**config.mk**
```make
export PLATFORM = sky130hd
export DESIGN_NAME = line_substring_match_counter_unit
export DESIGN_NICKNAME = d
export VERILOG_FILES = /design/src/hdl/lsmc_pkg.sv /design/src/hdl/lsmc_matcher.sv /design/src/hdl/line_substring_match_counter_unit.sv
export SDC_FILE = /design/constraint.sdc
export NUM_CORES = 1
export LEC_CHECK = 0
export ABC_CLOCK_PERIOD_IN_PS = 4300
export CAP_MARGIN = 30
export CORE_MARGIN = 4
export CORE_UTILIZATION = 45
export CTS_BUF_LIST = sky130_fd_sc_hd__clkbuf_16
export DETAILED_ROUTE_END_ITERATION = 8
export DONT_BUFFER_PORTS = 1
export PLACE_DENSITY = 0.7
export SKIP_LAST_GASP = 1
export SYNTH_ARGS = -nofsm -noshare
export SYNTH_HDL_FRONTEND = slang
export SYNTH_SLANG_ARGS = --single-unit
```
**constraint.sdc**
```tcl
create_clock -name clk -period 4.3 [get_ports clk]
set_input_delay 0.86 -clock clk [delete_from_list [all_inputs] [get_ports clk]]
set_output_delay 0.86 -clock clk [all_outputs]
set_load 0.02 [all_outputs]
```
**src/hdl/lsmc_pkg.sv**
```systemverilog
// Shared types and constants for the line substring match counter.
// No dependencies; imported by lsmc_matcher and line_substring_match_counter_unit.
package lsmc_pkg;

    // Fixed field widths
    localparam int BYTE_W       = 8;
    localparam int LEN_W        = 5;
    localparam int COUNT_W      = 32;
    localparam int PAT_W        = 128;
    localparam int CFG_DATA_W   = 64;
    localparam int CFG_IDX_W    = 2;
    localparam int IN_DATA_W    = 8;
    localparam int OUT_DATA_W   = 104;

    localparam int DEF_MAX_PATTERN_BYTES = 16;

    localparam logic [COUNT_W-1:0] COUNT_MAX = '1;

    // Configuration register indexes
    typedef enum logic [CFG_IDX_W-1:0] {
        CFG_PAT_LOW  = 2'd0,
        CFG_PAT_HIGH = 2'd1,
        CFG_PAT_LEN  = 2'd2,
        CFG_REVERSE  = 2'd3
    } cfg_idx_t;

    // Search setup handed to the matcher
    typedef struct packed {
        logic [PAT_W-1:0] pattern;
        logic [LEN_W-1:0] length;
        logic             reverse;
    } cfg_t;

    // Saturating increment of a counter
    function automatic logic [COUNT_W-1:0] sat_inc(input logic [COUNT_W-1:0] v);
        logic [COUNT_W-1:0] r;
        r = (v == COUNT_MAX) ? v : v + COUNT_W'(1);
        return r;
    endfunction

endpackage

```
**src/hdl/lsmc_matcher.sv**
```systemverilog
// Parallel window compare: checks the newest bytes of a line against the pattern.
// Depends on lsmc_pkg for the setup struct and field widths.
module lsmc_matcher #(
    parameter int MAX_PATTERN_BYTES = lsmc_pkg::DEF_MAX_PATTERN_BYTES,
    parameter int CNT_W             = $clog2(MAX_PATTERN_BYTES + 1)
) (
    input  logic [MAX_PATTERN_BYTES*8-1:0] window,     // byte 0 is the newest
    input  logic [CNT_W-1:0]               fill,       // bytes seen in the line
    input  lsmc_pkg::cfg_t                 cfg,
    output logic                           hit
);
    import lsmc_pkg::*;

    logic [LEN_W-1:0]  len_m1;
    logic              len_ok;
    logic [MAX_PATTERN_BYTES-1:0] byte_ok;

    assign len_m1 = cfg.length - LEN_W'(1);
    assign len_ok = (cfg.length != '0)
                 && (cfg.length <= LEN_W'(MAX_PATTERN_BYTES))
                 && (LEN_W'(fill) >= cfg.length);

    // Compare every window position; positions past the length always pass
    always_comb
    begin
        logic [LEN_W-1:0] idx;
        logic [3:0]       k;
        for (int d = 0; d < MAX_PATTERN_BYTES; d++)
        begin
            idx = len_m1 - LEN_W'(d);
            k   = cfg.reverse ? 4'(d) : idx[3:0];
            if (LEN_W'(d) < cfg.length)
            begin
                byte_ok[d] = (window[d*8 +: 8] == cfg.pattern[k*8 +: 8]);
            end
            else
            begin
                byte_ok[d] = 1'b1;
            end
        end
    end

    assign hit = len_ok && (&byte_ok);

endmodule

```
**src/hdl/line_substring_match_counter_unit.sv**
```systemverilog
// Top level of the line substring match counter: stream ports, search state, counters.
// Depends on lsmc_pkg and lsmc_matcher.
//
// Usage: text bytes enter on the s_axis channel, one byte per transaction; a
// transaction with s_axis_tlast high closes the current line and its byte is
// ignored. Every input transaction yields exactly one result transaction on
// m_axis: a flag for an occurrence ending at this byte, a flag for a matched
// line on line end, and the occurrence, matched-line and line-number counts.
// The pattern (up to MAX_PATTERN_BYTES bytes), its length and the reverse flag
// are written through cfg_we/cfg_index/cfg_data while the stream is idle.
// A result is registered: the input register captures the byte, then the result
// register takes its result once the previous result is taken. Throughput: one
// transaction per cycle while m_axis_tready is high, set by the combinational window
// compare and counter update between the two registers.
// Reset clears the window, line state and counters (line number starts at 1)
// and the configuration. When m_axis_tready is low the result register holds,
// the input register fills, and s_axis_tready then drops until the result
// is taken; nothing is lost or repeated.
module line_substring_match_counter_unit #(
    parameter int MAX_PATTERN_BYTES = lsmc_pkg::DEF_MAX_PATTERN_BYTES
) (
    input  logic                                clk,
    input  logic                                rst_n,
    // configuration write port
    input  logic                                cfg_we,
    input  logic [lsmc_pkg::CFG_IDX_W-1:0]      cfg_index,
    input  logic [lsmc_pkg::CFG_DATA_W-1:0]     cfg_data,
    // text input stream
    input  logic                                s_axis_tvalid,
    output logic                                s_axis_tready,
    input  logic [lsmc_pkg::IN_DATA_W-1:0]      s_axis_tdata,  // [7:0] text_byte
    input  logic                                s_axis_tlast,  // line_end
    // result stream
    output logic                                m_axis_tvalid,
    input  logic                                m_axis_tready,
    // [0] match_here, [1] line_matched, [33:2] occurrence_total,
    // [65:34] matched_line_total, [97:66] line_number, [103:98] zero
    output logic [lsmc_pkg::OUT_DATA_W-1:0]     m_axis_tdata
);
    import lsmc_pkg::*;

    localparam int WIN_W = MAX_PATTERN_BYTES * BYTE_W;
    localparam int CNT_W = $clog2(MAX_PATTERN_BYTES + 1);

    // configuration
    cfg_t cfg_reg;

    // input register
    logic              in_valid_reg;
    logic [BYTE_W-1:0] in_byte_reg;
    logic              in_last_reg;

    // search state
    logic [WIN_W-1:0]   win_reg,  win_next, win_shift;
    logic [CNT_W-1:0]   fill_reg, fill_next, fill_inc;
    logic [LEN_W-1:0]   hold_reg, hold_next;
    logic               line_hit_reg, line_hit_next;
    logic [COUNT_W-1:0] occ_reg, occ_next;
    logic [COUNT_W-1:0] mline_reg, mline_next;
    logic [COUNT_W-1:0] line_reg, line_next;

    // result register
    logic               out_valid_reg;
    logic               out_match_reg, out_match_next;
    logic               out_lm_reg, out_lm_next;
    logic [COUNT_W-1:0] out_line_reg;

    logic advance;
    logic hit;

    assign advance       = in_valid_reg && (!out_valid_reg || m_axis_tready);
    assign s_axis_tready = !in_valid_reg || advance;

    // Write configuration registers
    always_ff @(posedge clk or negedge rst_n)
    begin
        if (!rst_n)
        begin
            cfg_reg <= '0;
        end
        else if (cfg_we)
        begin
            unique case (cfg_idx_t'(cfg_index))
                CFG_PAT_LOW:  cfg_reg.pattern[63:0]   <= cfg_data;
                CFG_PAT_HIGH: cfg_reg.pattern[127:64] <= cfg_data;
                CFG_PAT_LEN:  cfg_reg.length          <= cfg_data[LEN_W-1:0];
                CFG_REVERSE:  cfg_reg.reverse         <= cfg_data[0];
            endcase
        end
    end

    // Capture the input transaction
    always_ff @(posedge clk or negedge rst_n)
    begin
        if (!rst_n)
        begin
            in_valid_reg <= 1'b0;
        end
        else if (s_axis_tready)
        begin
            in_valid_reg <= s_axis_tvalid;
        end
    end

    always_ff @(posedge clk)
    begin
        if (s_axis_tready && s_axis_tvalid)
        begin
            in_byte_reg <= s_axis_tdata[BYTE_W-1:0];
            in_last_reg <= s_axis_tlast;
        end
    end

    // Shift the new byte into the window
    always_comb
    begin
        win_shift = win_reg;
        for (int i = MAX_PATTERN_BYTES - 1; i > 0; i--)
        begin
            win_shift[i*BYTE_W +: BYTE_W] = win_reg[(i-1)*BYTE_W +: BYTE_W];
        end
        win_shift[BYTE_W-1:0] = in_byte_reg;
    end

    assign fill_inc = (fill_reg == CNT_W'(MAX_PATTERN_BYTES)) ? fill_reg
                                                              : fill_reg + CNT_W'(1);

    lsmc_matcher #(
        .MAX_PATTERN_BYTES (MAX_PATTERN_BYTES),
        .CNT_W             (CNT_W)
    ) u_matcher (
        .window (win_shift),
        .fill   (fill_inc),
        .cfg    (cfg_reg),
        .hit    (hit)
    );

    // Next search state and counters for the item in the input register
    always_comb
    begin
        win_next       = win_reg;
        fill_next      = fill_reg;
        hold_next      = hold_reg;
        line_hit_next  = line_hit_reg;
        occ_next       = occ_reg;
        mline_next     = mline_reg;
        line_next      = line_reg;
        out_match_next = 1'b0;
        out_lm_next    = 1'b0;
        if (in_last_reg)
        begin
            out_lm_next   = line_hit_reg;
            win_next      = '0;
            fill_next     = '0;
            hold_next     = '0;
            line_hit_next = 1'b0;
            line_next     = sat_inc(line_reg);
        end
        else
        begin
            win_next  = win_shift;
            fill_next = fill_inc;
            if (hold_reg != '0)
            begin
                hold_next = hold_reg - LEN_W'(1);
            end
            else if (hit)
            begin
                out_match_next = 1'b1;
                hold_next      = cfg_reg.length - LEN_W'(1);
                if (!line_hit_reg)
                begin
                    mline_next = sat_inc(mline_reg);
                end
                line_hit_next  = 1'b1;
                occ_next       = sat_inc(occ_reg);
            end
        end
    end

    // Advance the search state
    always_ff @(posedge clk or negedge rst_n)
    begin
        if (!rst_n)
        begin
            win_reg      <= '0;
            fill_reg     <= '0;
            hold_reg     <= '0;
            line_hit_reg <= 1'b0;
            occ_reg      <= '0;
            mline_reg    <= '0;
            line_reg     <= COUNT_W'(1);
        end
        else if (advance)
        begin
            win_reg      <= win_next;
            fill_reg     <= fill_next;
            hold_reg     <= hold_next;
            line_hit_reg <= line_hit_next;
            occ_reg      <= occ_next;
            mline_reg    <= mline_next;
            line_reg     <= line_next;
        end
    end

    // Result register: hold while the receiver stalls
    always_ff @(posedge clk or negedge rst_n)
    begin
        if (!rst_n)
        begin
            out_valid_reg <= 1'b0;
        end
        else if (advance)
        begin
            out_valid_reg <= 1'b1;
        end
        else if (m_axis_tready)
        begin
            out_valid_reg <= 1'b0;
        end
    end

    always_ff @(posedge clk)
    begin
        if (advance)
        begin
            out_match_reg <= out_match_next;
            out_lm_reg    <= out_lm_next;
            out_line_reg  <= line_reg;
        end
    end

    // Counts after the step equal the state registers, which only move on advance
    assign m_axis_tvalid = out_valid_reg;
    assign m_axis_tdata  = {6'b0, out_line_reg, mline_reg, occ_reg, out_lm_reg, out_match_reg};

    // A line end leaves a clean line behind
    a_line_end_clears: assert property (@(posedge clk) disable iff (!rst_n)
        advance && in_last_reg |=> !line_hit_reg && fill_reg == '0 && hold_reg == '0)
        else $error("line state not cleared at line end");

    // The holdoff never reaches the pattern capacity
    a_hold_bound: assert property (@(posedge clk) disable iff (!rst_n)
        hold_reg < LEN_W'(MAX_PATTERN_BYTES))
        else $error("overlap holdoff out of range");

    // No occurrence is reported while bytes are blocked by the previous one
    a_hold_blocks: assert property (@(posedge clk) disable iff (!rst_n)
        advance && hold_reg != '0 |=> !out_match_reg)
        else $error("match reported during holdoff");

    // Occurrence count never falls
    a_occ_monotonic: assert property (@(posedge clk) disable iff (!rst_n)
        advance |=> occ_reg >= $past(occ_reg))
        else $error("occurrence count decreased");

    // A reported occurrence marks the line as matched
    a_match_marks_line: assert property (@(posedge clk) disable iff (!rst_n)
        advance && out_match_next |=> line_hit_reg)
        else $error("match without line flag");

endmodule

```
======== Yosys cells after proc, flatten, opt, wreduce, memory -nomap -nowiden ========
Index checks and enable logic that the tools add are counted.
cells by class
  mux-type cells .......................... 44
  divide/modulo/power cells ............... 0
  shift-type cells ........................ 16
  reductions and logical operators ........ 26
  add/sub/neg operators ................... 21
  bitwise logic cells ..................... 6
  $lt $le $gt $ge ......................... 18
  equality and inequality tests ........... 24
  multipliers ............................. 0
operators with widths
  kind                                                       number
  indexed part select 128 x 8 -> 8 bit                       16
  equality test 8 bit                                        16
  two-way mux 120 bit                                        1
  adder 32 x 1 -> 32 bit, second input constant              3
  equality test 32 bit, second input constant                3
  two-way mux 4 bit                                          16
  less-than comparator 4 x 5 -> 1 bit, first input constant  8
  subtractor 4 bit, second input constant                    8
  two-way mux 5 bit                                          5
  two-way mux 1 bit                                          22
  less-than comparator 3 x 5 -> 1 bit, first input constant  4
  AND reduction 16 bit                                       1
  subtractor 4 x 3 -> 4 bit, second input constant           4
  less-than comparator 1 x 5 -> 1 bit, first input constant  2
  less-than comparator 2 x 5 -> 1 bit, first input constant  2
  AND reduction 2 bit                                        5
  nonzero test 5 bit                                         2
  subtractor 5 x 1 -> 5 bit, second input constant           2
  subtractor 4 x 2 -> 4 bit, second input constant           2
  NOT 1 bit                                                  6
  AND reduction 3 bit                                        2
  AND reduction 6 bit                                        1
  adder 5 x 1 -> 5 bit, second input constant                1
  equality test 5 bit, second input constant                 1
  14 further kinds                                           22
word-level totals
  flip-flop bits (word level) ............. 406
  bits in latches ......................... 0
  memory bits (writable) .................. 0
  input bits .............................. 80
  memories ................................ 0
  memory bits (read-only) ................. 0

======== Longest topological paths before layout ========
  depth after elaboration ................. 11
  gate-level depth with buffers ........... 22

======== Hierarchy ========
A second synthesis with hierarchy kept.
second synthesis, totals
  cells, all modules ...................... 2940
  area, all modules ....................... 28528.6 µm²
by module, submodules not included
  module                             instances  cells each  sequential area each (µm²)  area each (µm²)
  line_substring_match_counter_unit  1          1371        10376.2                     16687.3
  lsmc_matcher                       1          1569        0.0                         11841.4

======== Worst setup path after synthesis ========
Ideal clock, no wire load.
  kind .................................... flip-flop to flip-flop
  start point ............................. register cfg_reg[1] in the netlist's numbering
  end point ............................... register occ_reg[1]
  setup time .............................. 125 ps
  setup slack ............................. -304 ps
  period minus slack after synthesis ...... 4604 ps
  stages on the path, launching flop included .. 20
  arrival ................................. 4480 ps
  data required time ...................... 4175 ps
  cells stage by stage .................... dfrtp_1 buf_4 buf_6 inv_2 ha_1 buf_6 buf_4 nor2_2 buf_2 mux4_2 mux2i_1 xnor2_1 nand2_1 nor4_1 o22ai_1 nor4_4 nand4_2 buf_6 nor2_1 mux2_2
between the ends
  longest elaborated chain between the ends .. 9
ends and longest elaborated chain
  element                                                  RTL line                                  text
  from (decl)                                              line_substring_match_counter_unit.sv:46   cfg_t cfg_reg;
  subtractor 5 x 1 -> 5 bit                                -
  subtractor 4 x 1 -> 4 bit, or another cell as far along  lsmc_matcher.sv:30                        idx = len_m1 - LEN_W'(d);
  two-way mux 4 bit                                        lsmc_matcher.sv:31                        k = cfg.reverse ? 4'(d) : idx[3:0];
  indexed part select 128 x 8 -> 8 bit                     lsmc_matcher.sv:34                        byte_ok[d] = (window[d*8 +: 8] == cfg.pattern[k*8 +: 8]);
  equality test 8 bit                                      lsmc_matcher.sv:34
  two-way mux 1 bit                                        lsmc_matcher.sv:32                        if (LEN_W'(d) < cfg.length)
  AND reduction 16 bit                                     lsmc_matcher.sv:43                        assign hit = len_ok && (&byte_ok);
  logical AND 1 bit (*)                                    lsmc_matcher.sv:43
  AND reduction 5 bit (no source line) (*)                 -
  to (signal assigned)                                     line_substring_match_counter_unit.sv:200  occ_reg <= occ_next;
  to (decl)                                                line_substring_match_counter_unit.sv:58   logic [COUNT_W-1:0] occ_reg, occ_next;
Every way passes the cells marked *; elsewhere a longest branch is shown, timed or not.
A chain may end at the register's enable or synchronous reset.

======== Worst setup path after layout ========
  start point ............................. register cfg_reg[1] in the netlist's numbering
  end point ............................... register occ_reg[21]
The elaborated chain is that of the path after synthesis.

==> impl_metrics.toml <==
[placement]
dpl.hpwl_um = 89500
dp_slack_ns = -0.802
numPortBuffers = 0
dp_cells = 3842
gp_congestion = 1.13

[critical_path]
cp.required_ns = 4.82
critPathLaunchType = "flip-flop"
worstSetupEndpointType = "flip-flop"
cp_data_arrival_time_ns = 5.32
crit_type = "flip-flop to flip-flop"
critPathMaxFanout = 18

[final_layout]
multi_input_area_um2 = 17300
nNetsFinal = 3260
final_common_cell = "buf_4"
layout_common_cells = "buf_4, dfrtp_1, nand2_1"
drive_gt1_share_pct = 32.6
area.sequential_um2 = 10400
num-fill-cells = 4998
areaGrowthSynthToFinish_pct = 29.1
largest_register_ffs = 134
layoutNonFillerInstCount = 3995

[timing]
skew_ns = 0.0400
worst_slack_ns = -0.499
setup_viol = 71
hold_viol_final = 75
slew_violations = 0
max_freq_mhz = 208
setup_tns_ns = -24.75
final.min_clock_period_ns = 4.80
fin_crit_sh_pct = 112
worst_pin_slew_ns = 1.23
grt_setup_unrepaired = "true"
relSlewSlack_pct = 17.5
hold_ws_ns = -0.0613

[synth]
async_flop_share_pct = 89.4
yosys_warnings = 0
ys_seq_elements = 406
netlist_instances = 2786
yosys_most_used_dff = "dfrtp_1"
synth.area.top_cells = "dfrtp_1, mux2i_1, mux2_2, edfxtp_1, mux4_2"
yosysTopAreaCellShare_pct = 32.9
syn_area_um2 = 27600
ys_seq_area_share_pct = 37.6
yosysTopAreaCell = "dfrtp_1"
ys_types = 98
syn_avg_cell_area_um2 = 9.89
synth-edff-count = 43

[global_route]
grt_pass1_vias = 25433
grt_antenna_before_repair = 9
overflow = 0
grt_max_degree = 364
grt_pass1_wl_um = 172000
track_usage_pct = 34.8

[detailed_routing]
vias = 25878
ant_nets = 0
post_drt_wl_per_cell_um = 29.5
dr.pass1.iters = 6
first_iter_violations = 2864
vias_per_cell = 6.48
wirelength_um = 118000
drc = 0

[floorplanning]
start_util_pct = 45.6
die_x_um = 256
die-area_um2 = 65300
io-pin-count = 186
die_y_um = 256
num_rows = 90
core_area_um2 = 60500

[power_and_ir_drop]
vdd.ir_drop.worst_mv = 0.360
powerDensity_nw_per_um2 = 598
p_leak_uw = 0.0156

[clock_network]
cts_tree = "built"
insertion_delay_ns = 0.62
cts.sinks = 406
cts.clk_slew.worst_paths_ns = 0.06
clockBufferDepth = 3
htree_levels = 2
clock-root-buffer = "clkbuf_16"
cts_buffers = 46

[worst_hold_path]
min_path_type = "input pin to async pin"

[outcome]
violations = "negative hold slack, negative setup slack"
outcome = "complete, but fails checks"

[flow_run]
maxCapViolCount = 0
[final timing paths]
| kind | start | end | slack (ns) | depth (start not counted) |
|---|---|---|---|---|
| min in group clk | s_axis_tdata[0] | in_byte_reg[0] | 0.34 | 0 |
| max in group asynchronous | rst_n | win_reg[11] | 3.77 | 0 |
| max reg2reg | cfg_reg[1] | occ_reg[21] | -0.50 | 20 |
| min | rst_n | cfg_reg[6] | -0.06 | 0 |
| min reg2reg | line_reg[23] | out_line_reg[23] | 0.49 | 0 |
| max | cfg_reg[1] | occ_reg[21] | -0.50 | 20 |
[where the power goes]
part,switching (uW),internal [uW]
Clock,1750,2340
Combinational,6630,5640
Sequential,662,4250
[routing by layer]
layer / vias to the layer above / share of wire (%) / wire length [um] / track usage, %
met5: - / 0.036 / 42 / 0
met4: 6 / 9.8 / 11500 / 24.9
met3: 442 / 10 / 12100 / 9.14
met2: 1516 / 43 / 50300 / 52.3
met1: 12727 / 37 / 43800 / 43.7
li1: 11187 / - / - / -
[cells in the mapped netlist (39+ instances only)]
master,count
mux2i_1,203
a31oi_1,39
clkbuf_1,112
mux4_2,49
a211oi_1,60
dfrtp_1,362
o21ai_0,187
nand2_1,237
xnor2_1,88
buf_2,53
mux2_2,140
a21oi_1,79
nand3_1,67
nor2_1,88
nor3_1,80
nand2b_1,134
or3_1,46
edfxtp_1,43
xor2_1,116
[area by class of cell]
| type | instances | share of cell area [%] |
|---|---|---|
| multi-input cells | 2135 | 48.7 |
| clock inverters | 40 | 1.16 |
| flip-flops and latches | 406 | 29.2 |
| clock buffers | 46 | 3.24 |
| repair buffers | 551 | 14.6 |
| inverters | 25 | 0.285 |
| well taps | 782 | 2.75 |
| diodes | 10 | 0.0703 |
[cell families after synthesis]
group	synth area share, %
adders and majority gates	0.681
DFF	37.6
AOI/OAI and AO/OA	15.2
buffers and inverters	4.45
xor gates and xnor gates	6.85
and+or+nand+nor	18.0
other	0.0136
muxes	17.2
[stage by stage]
stage | utilization [%] | power (uW) | area (um2)
6_report | 58.8 | 21300 | 35600
5_1_grt | 58.8 | 22000 | 35600
4_1_cts | 57.8 | 20600 | 35000
3_5_place_dp | 52.6 | 15800 | 31800
3_3_place_gp | 52.6 | 15700 | 31800
2_1_floorplan | - | 10600 | 27700
[critical path, cell delays in order (launching register included)]
cell and delay (ns):
dfrtp_4 0.53, buf_4 0.25, o31a_4 0.43, buf_4 0.16, o22ai_1 0.21, buf_4 0.16
a21oi_4 0.06, buf_12 0.15, mux2i_1 0.13, xnor2_1 0.31, nand4_1 0.26, nor4_2 0.34
buf_4 0.18, o211ai_1 0.16, nor4_4 0.36, nand4_4 0.16, buf_12 0.18, buf_12 0.14
buf_4 0.14, nor4_4 0.18, xor2_1 0.18
[repair_timing]
action / 4_1_cts / 5_1_grt
pin swaps: 84 / 43
endpoints found under the setup margin: 71 / 71
setup buffers: 37 / 11
gates resized for setup: 200 / 94
gates cloned: 8 / 0
endpoints found under the hold margin: 296 / 159
(Power assumes the default switching activity.)
